`src/rtl/core/srrip_pkg.sv`:
```
// ----------------------------------------------------------------------------
// SRRIP victim select package
// Shared sizes, action codes and the queued request type.
// ----------------------------------------------------------------------------
package srrip_pkg;

  localparam int unsigned WAYS        = 16;
  localparam int unsigned SETS        = 1024;
  localparam int unsigned WAY_W       = 4;
  localparam int unsigned SET_W       = 10;
  localparam int unsigned RRPV_W      = 2;
  localparam int unsigned ROW_W       = WAYS * (RRPV_W + 2);
  localparam logic [RRPV_W-1:0] RRPV_MAX = 2'd3;
  localparam logic [2:0] RETRY_LIMIT  = 3'd5;

  localparam logic [1:0] ACT_FIND  = 2'd0;
  localparam logic [1:0] ACT_HIT   = 2'd1;
  localparam logic [1:0] ACT_FILL  = 2'd2;
  localparam logic [1:0] ACT_MARKS = 2'd3;

  typedef struct packed {
    logic [1:0]       action;
    logic [SET_W-1:0] set_index;
    logic [WAY_W-1:0] way;
    logic             sector_mark;
    logic             protect_mark;
  } item_t;

endpackage

```
`src/rtl/core/srrip_front.sv`:
```
// ----------------------------------------------------------------------------
// SRRIP front queue
// Accepts commands into a two-entry queue ahead of the set engine.
// ----------------------------------------------------------------------------
module srrip_front (
  input  logic          clk_i,
  input  logic          rst_ni,
  input  logic          push_i,
  input  srrip_pkg::item_t push_item_i,
  output logic          full_o,
  output logic          head_valid_o,
  output srrip_pkg::item_t head_item_o,
  input  logic          pop_i
);

  srrip_pkg::item_t buf_q [2];
  logic       wr_ptr_q, wr_ptr_d;
  logic       rd_ptr_q, rd_ptr_d;
  logic [1:0] cnt_q, cnt_d;

  assign full_o       = (cnt_q == 2'd2);
  assign head_valid_o = (cnt_q != 2'd0);
  assign head_item_o  = buf_q[rd_ptr_q];

  always_comb begin
    wr_ptr_d = wr_ptr_q ^ push_i;
    rd_ptr_d = rd_ptr_q ^ pop_i;
    cnt_d    = cnt_q + {1'b0, push_i} - {1'b0, pop_i};
  end

  always_ff @(posedge clk_i or negedge rst_ni) begin
    if (!rst_ni) begin
      wr_ptr_q <= 1'b0;
      rd_ptr_q <= 1'b0;
      cnt_q    <= 2'd0;
    end else begin
      wr_ptr_q <= wr_ptr_d;
      rd_ptr_q <= rd_ptr_d;
      cnt_q    <= cnt_d;
    end
  end

  always_ff @(posedge clk_i) begin
    if (push_i) begin
      buf_q[wr_ptr_q] <= push_item_i;
    end
  end

endmodule

```
`config.mk`:
```
export PLATFORM = sky130hd
export DESIGN_NAME = srrip_front
export DESIGN_NICKNAME = d
export VERILOG_FILES = /design/src/rtl/core/srrip_pkg.sv /design/src/rtl/core/srrip_front.sv
export SDC_FILE = /design/constraint.sdc
export NUM_CORES = 1
export LEC_CHECK = 0
export ABC_CLOCK_PERIOD_IN_PS = 2100
export BUFFER_PORTS_ARGS = -buffer_cell sky130_fd_sc_hd__buf_4
export CAP_MARGIN = 20
export CELL_PAD_IN_SITES_DETAIL_PLACEMENT = 0
export CELL_PAD_IN_SITES_GLOBAL_PLACEMENT = 1
export CORE_ASPECT_RATIO = 0.75
export CORE_MARGIN = 5
export CORE_UTILIZATION = 48
export CTS_BUF_LIST = sky130_fd_sc_hd__clkbuf_2 sky130_fd_sc_hd__clkbuf_4 sky130_fd_sc_hd__clkbuf_8
export DETAILED_ROUTE_END_ITERATION = 16
export PLACE_DENSITY_LB_ADDON = 0.1
export SETUP_SLACK_MARGIN = 0.2
export SKIP_LAST_GASP = 1
export SLEW_MARGIN = 10
export SYNTH_ARGS = -nofsm -noshare
export SYNTH_HDL_FRONTEND = slang
export SYNTH_SLANG_ARGS = --single-unit
```
`constraint.sdc`:
```
create_clock -name clk_i -period 2.1 [get_ports clk_i]
set_input_delay 0.21 -clock clk_i [delete_from_list [all_inputs] [get_ports clk_i]]
set_output_delay 0.21 -clock clk_i [all_outputs]
set_load 0.02 [all_outputs]
```
Yosys cells after proc, flatten, opt, wreduce, memory -nomap -nowiden
Memory sizes are Yosys's and may differ from the RTL's.
Cells that the tools add are included.
- reduce and logical (&&, ||, !) cells: 1
- equal/unequal tests: 1
- bitwise operators: 2
- multiplexer cells: 2
- $add $sub $neg: 2
- operators with widths (cell ; number):
    $add A2 B1 Y2 ; 1
    $eq A2 B2 Y1 const B ; 1
    $mux W1 ; 2
    $reduce_bool A2 Y1 ; 1
    $sub A2 B1 Y2 ; 1
    $xor A1 B1 Y1 ; 2
- input bits: 22
- bits in registers: 4
- memories: 1
- logic and storage cells: 12
- bits in writable memories: 36
- memories (memory ; words ; bits a word ; read ports ; clocked after Yosys merged registers in ; wr ports ; RTL line ; source):
    buf_q ; 2 ; 18 ; 1 ; 0 ; 1 ; srrip_front.sv:16 ; srrip_pkg::item_t buf_q [2];

Depth between registers and ports, before layout
- depth in word-level cells: 2
- depth in mapped cells: 5

Worst setup path before layout
Ideal clock, no wire load.
- path kind: reg-to-reg
- start: reg wr_ptr_q
- end: mem buf_q[0][0] (netlist name) (enable)
- data arrival time: 0.921 ns
- library setup time: 0.376 ns
- buffers on the path: 0
- path slack: 0.803 ns
- stages on the path, launching flop included: 3
- cells stage by stage: dfrtp_1 inv_1 ha_1
- RTL lines (what ; RTL line ; source):
    from (decl) ; srrip_front.sv:17 ; logic wr_ptr_q, wr_ptr_d;
    from (signal assigned) ; srrip_front.sv:37 ; wr_ptr_q <= wr_ptr_d;
    to (decl) ; srrip_front.sv:16 ;
No word-level cell before the write port.

==> metrics.txt <==
# TYPE chip_impl_metric gauge
chip_impl_metric{name="post-layout-total-power",unit="mW"} 2.661
chip_impl_metric{name="initialDrtViolationCount",unit=""} 41
chip_impl_info{name="layout.cells.most_common",value="buf_4"} 1
chip_impl_metric{name="p_leak",unit="nW"} 0.8380
chip_impl_info{name="cts_tree",value="built"} 1
chip_impl_metric{name="post-route-min-period",unit="ns"} 1.569
chip_impl_info{name="worstSetupStartpointType",value="register"} 1
chip_impl_metric{name="finalSetupViolations",unit=""} 0
chip_impl_info{name="clockRootBuffer",value="clkbuf_8"} 1
chip_impl_metric{name="die-width",unit="um"} 75.81
chip_impl_metric{name="place_congestion",unit=""} 0.6593
chip_impl_metric{name="global_route_wire_length_before_repair",unit="um"} 3870
chip_impl_metric{name="crit_required",unit="ns"} 1.89
chip_impl_metric{name="core",unit="sq um"} 3020
chip_impl_metric{name="hold_viol",unit=""} 0
chip_impl_metric{name="area_of_the_die",unit="sq um"} 4499
chip_impl_metric{name="dp.final_hpwl",unit="um"} 1723
chip_impl_metric{name="critPathMaxFanout",unit=""} 11
chip_impl_metric{name="rows",unit=""} 17
chip_impl_metric{name="via_count",unit=""} 778
chip_impl_info{name="min-delay-path-class",value="in -> reg"} 1
chip_impl_metric{name="ios",unit=""} 42
chip_impl_info{name="setup_repair_after_global_routing_missed_its_margin",value="no"} 1
chip_impl_metric{name="synth_warnings",unit=""} 0
chip_impl_metric{name="post_synth_instance_area",unit="sq um"} 1559
chip_impl_metric{name="route.antenna.remaining_nets",unit=""} 0
chip_impl_metric{name="power.density",unit="nW/um^2"} 1324
chip_impl_metric{name="drt_first_pass_iters",unit=""} 4
chip_impl_metric{name="slew_violations",unit=""} 0
chip_impl_metric{name="post_cts.resized_instances",unit=""} 0
chip_impl_metric{name="fin_skew",unit="ns"} 0.002239
chip_impl_metric{name="via_count_of_the_first_global_routing_pass",unit=""} 834
chip_impl_metric{name="clock_sink_count",unit=""} 40
chip_impl_metric{name="setup_ws",unit="ns"} 0.5313
chip_impl_metric{name="initial_core_util",unit="%"} 51.62
chip_impl_metric{name="synth_cells",unit=""} 72
chip_impl_info{name="most-common-layout-cells",value="buf_4, edfxtp_1, mux2_4, mux2_2, clkbuf_8"} 1
chip_impl_metric{name="total_negative_setup_slack",unit="ns"} 0
chip_impl_metric{name="cp.arrival",unit="ns"} 1.36
chip_impl_metric{name="globalRouteOverflowTotal",unit=""} 0
chip_impl_metric{name="ys_types",unit=""} 12
chip_impl_metric{name="place_worst_setup_slack",unit="ns"} 0.8293
chip_impl_metric{name="clk_pin_slew_worst_paths",unit="ns"} 0.07
chip_impl_metric{name="finish.net_count",unit=""} 149
chip_impl_metric{name="clock_path_buffers",unit=""} 2
chip_impl_metric{name="period_share",unit="%"} 74.70
chip_impl_metric{name="synth.avg_cell_area",unit="sq um"} 21.65
chip_impl_info{name="timing.critical_path.to_type",value="primary output"} 1
chip_impl_info{name="outcome",value="finished clean"} 1
chip_impl_metric{name="fillerInstances",unit=""} 230
chip_impl_metric{name="worst-slew-pin-transition",unit="ns"} 0.2450
chip_impl_info{name="path_class",value="reg -> out"} 1
chip_impl_metric{name="worst_ir_drop_vdd",unit="mV"} 0.7163
chip_impl_metric{name="worstSkewPairLatency",unit="ns"} 0.28
chip_impl_info{name="crit_top_cell",value="buf_4"} 1
chip_impl_metric{name="grt_start_max_net_pins",unit=""} 19
chip_impl_metric{name="synth-seq-cells",unit=""} 40
chip_impl_metric{name="critPathMaxStageDelay",unit="ns"} 0.36
chip_impl_metric{name="drt-total-wl",unit="um"} 2416
chip_impl_metric{name="hold_ws",unit="ns"} 0.1054
chip_impl_info{name="critical_path.slowest_cell",value="mux2_2"} 1
chip_impl_metric{name="cap_violations",unit=""} 0
chip_impl_metric{name="io_buffer_count",unit=""} 41
chip_impl_info{name="yosys.area.top_type",value="edfxtp_1"} 1
chip_impl_metric{name="diodes",unit=""} 0
chip_impl_metric{name="grt.total_usage",unit="%"} 12.50
chip_impl_metric{name="cts-buffers-inserted",unit=""} 5
chip_impl_metric{name="post-route-drc-count",unit=""} 0
chip_impl_info{name="path_cells",value="buf_4 > mux2_2 > buf_4"} 1
chip_impl_metric{name="drive_above_1_share",unit="%"} 57.26
chip_impl_metric{name="achievable-frequency",unit="MHz"} 637.5
chip_impl_metric{name="wl_per_cell",unit="um"} 14.91
chip_impl_metric{name="yosys_top_cell_area_share",unit="%"} 69.34
chip_impl_metric{name="h-tree-depth",unit=""} 2
chip_impl_metric{name="cts_hold_buf",unit=""} 1
chip_impl_info{name="synth_top_cells_by_area",value="edfxtp_1, mux2_4, mux2_2"} 1
chip_impl_metric{name="antenna_violations_before_repair",unit=""} 0
chip_impl_metric{name="synthesized_nets",unit=""} 98
chip_impl_metric{name="area_grow_syn2layout",unit="%"} 28.97
chip_impl_metric{name="die_height",unit="um"} 59.36
chip_impl_metric{name="slew-limit-headroom",unit="%"} 83.67
chip_impl_metric{name="vias_per_cell",unit=""} 4.802
chip_impl_metric{name="post_cts.repair.setup_buffers",unit=""} 0
chip_impl_metric{name="synth_sequential_area_ratio",unit="%"} 75.76
[critical path: cells and delay by family (launching register included)]
kind                   cells  cell delay, ns
buffers and inverters      2            0.37
muxes                      1            0.36
DFF                        1            0.35
[cell usage after synthesis, drive strengths merged]
library cell	instances
edfxtp	36
mux2	18
dfrtp	4
ha	4
inv	4
buf	2
nor2b	1
or2	1
xor2	1
xor3	1
[where the power goes]
group | leakage (nW) | switching (mW) | internal, mW
Combinational | 0.407 | 0.517 | 0.531
Clock | 0.0467 | 0.238 | 0.257
Sequential | 0.384 | 0.0513 | 1.07
[per-layer routing]
layer / track usage (%) / share of wire, % / wire length (um)
met1: 13.89 / 39 / 943
met2: 20.12 / 51 / 1233
met3: 4.915 / 8.7 / 210
met4: 7.481 / 1.2 / 28
met5: 0 / 0 / 0
[sequential cells by signal (all words and copies together) (netlist names)]
name	cells
wr_ptr_q	1
cnt_q	2
buf_q	36
rd_ptr_q	1
[path summary, 6_finish.rpt]
| kind | slack, ns | startpoint | depth (start not counted) | to |
|---|---|---|---|---|
| worst max-delay path | 0.53 | rd_ptr_q | 3 | head_item_o[3] |
| worst min-delay path | 0.11 | push_item_i[6] | 1 | buf_q[0][6] |
| min in group asynchronous | 0.26 | rst_ni | 2 | wr_ptr_q |
| max in group asynchronous | 1.74 | rst_ni | 2 | rd_ptr_q |
| worst max register to register | 0.91 | cnt_q[0] | 5 | cnt_q[1] |
| worst min register to register | 0.61 | wr_ptr_q | 3 | wr_ptr_q |
[cell families after synthesis]
| logic type | share of synthesized area, % |
|---|---|
| flip-flops | 75.76 |
| multiplexers | 15.17 |
| buffers and inverters | 2.969 |
| adder cells (fa/ha/maj) | 3.210 |
| XOR/XNOR | 2.087 |
| AND/OR/NAND/NOR | 0.8031 |
[per-stage QoR]
| stage | instance area [sq um] | std cells | utilization (%) |
|---|---|---|---|
| 2_1_floorplan | 1559 | 72 | - |
| 3_3_place_gp | 1913 | 153 | 63.34 |
| 3_5_place_dp | 1913 | 153 | 63.34 |
| 4_1_cts | 2011 | 162 | 66.57 |
| 5_1_grt | 2011 | 162 | 66.57 |
| 6_report | 2011 | 162 | 66.57 |
[area by class of cell]
cell class | instances | area (sq um) | share of cell area [%]
multi-input cells | 26 | 331.6 | 16.49
inverters | 4 | 15.01 | 0.7467
flip-flops and latches | 40 | 1181 | 58.74
well taps | 38 | 47.55 | 2.365
clock inverters | 1 | 3.754 | 0.1867
repair buffers | 46 | 347.8 | 17.30
clock buffers | 7 | 83.83 | 4.169
No activity file was read; power rests on OpenSTA's default activity.
